### src/design/gvr_ram.sv
// Generic single-write, single-read synchronous RAM with registered read data.
// No dependencies.
`default_nettype none

module gvr_ram #(
  parameter int unsigned WIDTH = 24,
  parameter int unsigned DEPTH = 64
) (
  input  wire logic                     clk,
  input  wire logic                     we,
  input  wire logic [$clog2(DEPTH)-1:0] waddr,
  input  wire logic [WIDTH-1:0]         wdata,
  input  wire logic [$clog2(DEPTH)-1:0] raddr,
  output logic      [WIDTH-1:0]         rdata
);

  logic [WIDTH-1:0] mem [DEPTH];

  // Write and registered read
  always_ff @(posedge clk) begin
    if (we) begin
      mem[waddr] <= wdata;
    end
    rdata <= mem[raddr];
  end

endmodule

`default_nettype wire

### config.mk
export PLATFORM = sky130hd
export DESIGN_NAME = gvr_ram
export DESIGN_NICKNAME = d
export VERILOG_FILES = /design/src/design/gvr_ram.sv
export SDC_FILE = /design/constraint.sdc
export NUM_CORES = 1
export LEC_CHECK = 0
export BUFFER_PORTS_ARGS = -buffer_cell sky130_fd_sc_hd__buf_2
export CORE_ASPECT_RATIO = 0.8
export CORE_MARGIN = 1
export CORE_UTILIZATION = 25
export CTS_BUF_LIST = sky130_fd_sc_hd__clkbuf_4 sky130_fd_sc_hd__clkbuf_8 sky130_fd_sc_hd__clkbuf_16
export DETAILED_ROUTE_END_ITERATION = 10
export GPL_TIMING_DRIVEN = 0
export PLACE_DENSITY = 0.51
export SKIP_LAST_GASP = 1
export SYNTH_ARGS = -nofsm -noshare
export SYNTH_HDL_FRONTEND = slang
export SYNTH_SLANG_ARGS = --single-unit
### constraint.sdc
create_clock -name clk -period 2.7 [get_ports clk]
set_input_delay 0 -clock clk [delete_from_list [all_inputs] [get_ports clk]]
set_output_delay 0 -clock clk [all_outputs]
set_load 0.1 [all_outputs]
# After elaboration in Yosys (flattened, before gate mapping)
# Memory sizes are Yosys's and may differ from the RTL's. A register that Yosys moved wholly into a read port is not among the register bits.
# Cells that the tools add are included.
# word_totals
reg_bits	0
mem_bits_rw	1536
in_bits	38
output_inout_bits	24
word_cells	3
mem_count	1
# op_classes
muxes	2
# memory_table
memory	depth	word_bits	rd	rd_ports_with_merged_regs	wr	line_no	source
mem	64	24	1	1	1	17	logic [WIDTH-1:0] mem [DEPTH];
# ops
op	count
1-bit two-way mux	2

# Longest topological paths before layout
# depth
depth_word	2
mapped_depth	9
depth_no_buf	5

# Worst setup path after synthesis
# Ideal clock, no wire load.
# synth_path
path_type	input to register
from	in waddr[3]
to	mem mem[48][0], enable pin
setup_ns	0.435
arrival_ns	2.162
required_time_ns	2.265
setup_slack_ns	0.103
path_stages	4
n_path_buf	1
path_cell_list	clkbuf_1 > nor2b_1 > nand4b_1 > nor3_1
# synth_lines
element	line_no	source
start, declared	11	input wire logic [$clog2(DEPTH)-1:0] waddr,
end, declared	17	
# No word-level cell before the write port.

==> metrics.csv <==
metric,value,unit
status,"complete, no violations",
hold_violations,0,
die_area,239000,um2
p_per_area,725,nW/um2
synth-seq-cells,1560,
antenna_found_initial,18,
vias,28800,
whs_path_depth,1,
p_sw,0.0114,W
power,0.0513,W
r2r_start,mem[55][1]$_DFFE_PP_,
clkSinkCount,1560,
drt_iter0_drc,3423,
place_congestion,0.826,
yosys_most_used_dff,edfxtp_1,
power.leakage,21.7,nW
slowest_delay,0.50,ns
synth_edf_count,1536,
worstSetupStartpoint,raddr[2],
rows,159,
core,235000,um2
synth_fp_nets,2648,
hp-start,wdata[23],
clock_latency,0.79,ns
ios,62,
synthTopCellsByCount,"1536 x edfxtp_1, 355 x mux4_2, 95 x mux2i_1",
synth_top_area_share,0.778,
yosysWarnings,0,
clk_pin_slew_worst_paths,0.06,ns
htree_levels,4,
finalSetupViolations,0,
grt_start_max_net_pins,65,
synth_area_leader_cell,edfxtp_1,
cts-root-buf,clkbuf_16,
vdd.ir_drop.worst,641,uV
syn_area,59300,um2
area.sequential,46600,um2
worst_path_max_delay_cell,buf_2,
hold_path.class,in -> reg,
synth_cell_types,40,
fillCellCount,22800,
viasPerCell,4.67,
grt_pass1_wl,230000,um
critPathKind,in -> reg,
routed_wl,165000,um
first_pass_iters,5,
reg2regPathDepth,5,
cts_tree,done,
skew,0.0246,ns
grt_usage,0.137,
grt_pass1_vias,28600,
swShare,0.222,
cp-end-kind,flop,
drtAntennaViolNets,0,
grt_overflow,0,
maxCapViolations,0,
ys_seq_area_frac,0.786,
route.detailed.drc,0,
nNetsFinal,2938,
rsz0062_at_grt,no,
required,3.28,ns
power_frac_seq,0.524,
internal-power,0.0399,W
period_share,0.996,
syn_inst,2610,
pwr-share-clk,0.416,
finalMaxSlewViolations,0,
layout-drive-gt1-share,0.312,
start_util,0.252,
async_reset_ff_frac,0,
cp_cell_sequence,"buf_2, buf_4, buf_4, buf_2, buf_2, nand2_1, o22ai_1, o21ai_0",
fp.dieW,547,um
min_period,2.69,ns
routedWlPerCell,26.8,um
post-dp-hpwl,107000,um
cp_max_fo,10,
cts_buffers,155,
worst_pin_slew,1.37,ns
io_buffer_count,54,
critPathMostFrequentCell,buf_2,
worstPathArrival,3.26,ns
synthTopCellsByArea,"edfxtp_1 78%, mux4_2 13%, mux2i_1 1.6%",
final_core_util,0.301,
p_comb_frac,0.060,
startpoint_type,primary input,
clock.fmax,372,MHz
multi_input_area,12400,um2
die_h,438,um
yosysMostFrequentCell,edfxtp_1,
clk_path_buf_depth,3,
synth_area_per_cell,22.7,um2
maxSlewHeadroom,0.0857,
syn_to_final_growth,19.3,%
through the flow:
step	cells	worst slack (ns)	TNS [ns]	cell area, um2	hold slack [ns]
after floorplan	2610	0.103	0	59300	0.0989
after CTS	6150	0.0421	0	70500	0.00284
after detailed placement	5867	-1.14	-24.01	65500	0.539
final	6169	0.0118	0	70800	0.0409
after global placement	5803	-1.76	-1535.69	63500	0.556
after global routing	6164	0.0286	0	70700	0.0447
area by class of cell:
cell class,count,share of cell area
tap,3139,0.0555
timing repair buffer,135,0.0290
buffer,140,0.0110
sequential,1560,0.659
multi-input combinational,906,0.175
antenna,5,0.000177
clock inverter,82,0.00955
inverter,2,0.000106
clock buffer,200,0.0609
per-layer routing:
| layer | track usage | vias up | routed length (um) |
|---|---|---|---|
| met5 | 0 | - | 0 |
| li1 | - | 11700 | - |
| met1 | 0.203 | 15700 | 76900 |
| met3 | 0.0245 | 248 | 11100 |
| met2 | 0.202 | 1112 | 72500 |
| met4 | 0.0412 | 0 | 4540 |
path summary, 6_finish.rpt:
kind | endpoint | slack [ns]
hold reg to reg | rdata[20]$_DFF_P_ | 0.99
setup reg to reg | rdata[1]$_DFF_P_ | 0.33
hold / removal | mem[24][23]$_DFFE_PP_ | 0.04
setup / recovery | rdata[17]$_DFF_P_ | 0.01
flip-flops by register name (all words and copies together), names as in the netlist:
signal / flops
rdata: 24
mem: 1536
critical path: cells and delay by family:
family                 cells  cell delay, ns
buffers and inverters      5            2.00
and+or+nand+nor            1            0.41
AOI/OAI and AO/OA          2            0.82
cell usage in the layout (no fill, tap or decap), types with 5 or more instances in the layout:
master,synthesis,routed
bufinv_16,0,9
nor2_1,80,17
and3_1,16,16
buf_4,31,43
clkbuf_1,44,42
a31oi_1,13,13
nand2b_1,6,6
a221oi_1,52,52
o22ai_1,53,53
buf_12,0,21
buf_2,45,88
or3_1,10,10
nand3_1,20,20
buf_6,8,10
dfxtp_1,24,24
mux2_2,53,53
o21ai_0,12,12
edfxtp_1,1536,1536
mux4_2,355,355
clkinv_1,1,26
buf_1,13,11
o21ai_1,6,6
mux2i_1,95,95
clkinvlp_4,0,6
dlygate4sd3_1,0,14
buf_16,0,42
nor2b_1,9,9
clkinv_2,0,32
o21a_1,13,13
a21oi_1,22,22
a22oi_1,29,29
diode_2,0,5
nand2_1,36,36
nor2_4,0,62
clkbuf_16,0,160
clkbuf_4,1,40
inv_6,0,6
power by group through the flow:
stage	sequential, W	clock (W)	combinational, W
after floorplan	0.0277	0	0.00132
after global placement	0.0274	0	0.00300
after detailed placement	0.0274	0	0.00310
after CTS	0.0269	0.0217	0.00311
after global routing	0.0269	0.0226	0.00324
final	0.0269	0.0213	0.00309
cells by family after synthesis:
| kind of cell | count (synthesis) | share of synthesized area |
|---|---|---|
| AOI/OAI and AO/OA | 207 | 0.0244 |
| muxes | 503 | 0.161 |
| and+or+nand+nor | 196 | 0.0156 |
| buffers and inverters | 144 | 0.0131 |
| DFF | 1560 | 0.786 |
repair_timing:
item,in CTS,in global routing
setup buffers,0,0
gates resized for setup,5,1
endpoints found under the setup margin,8,8
endpoints found under the hold margin,35,709
hold buffers,2,12
No activity file was read; power rests on OpenSTA's default activity.
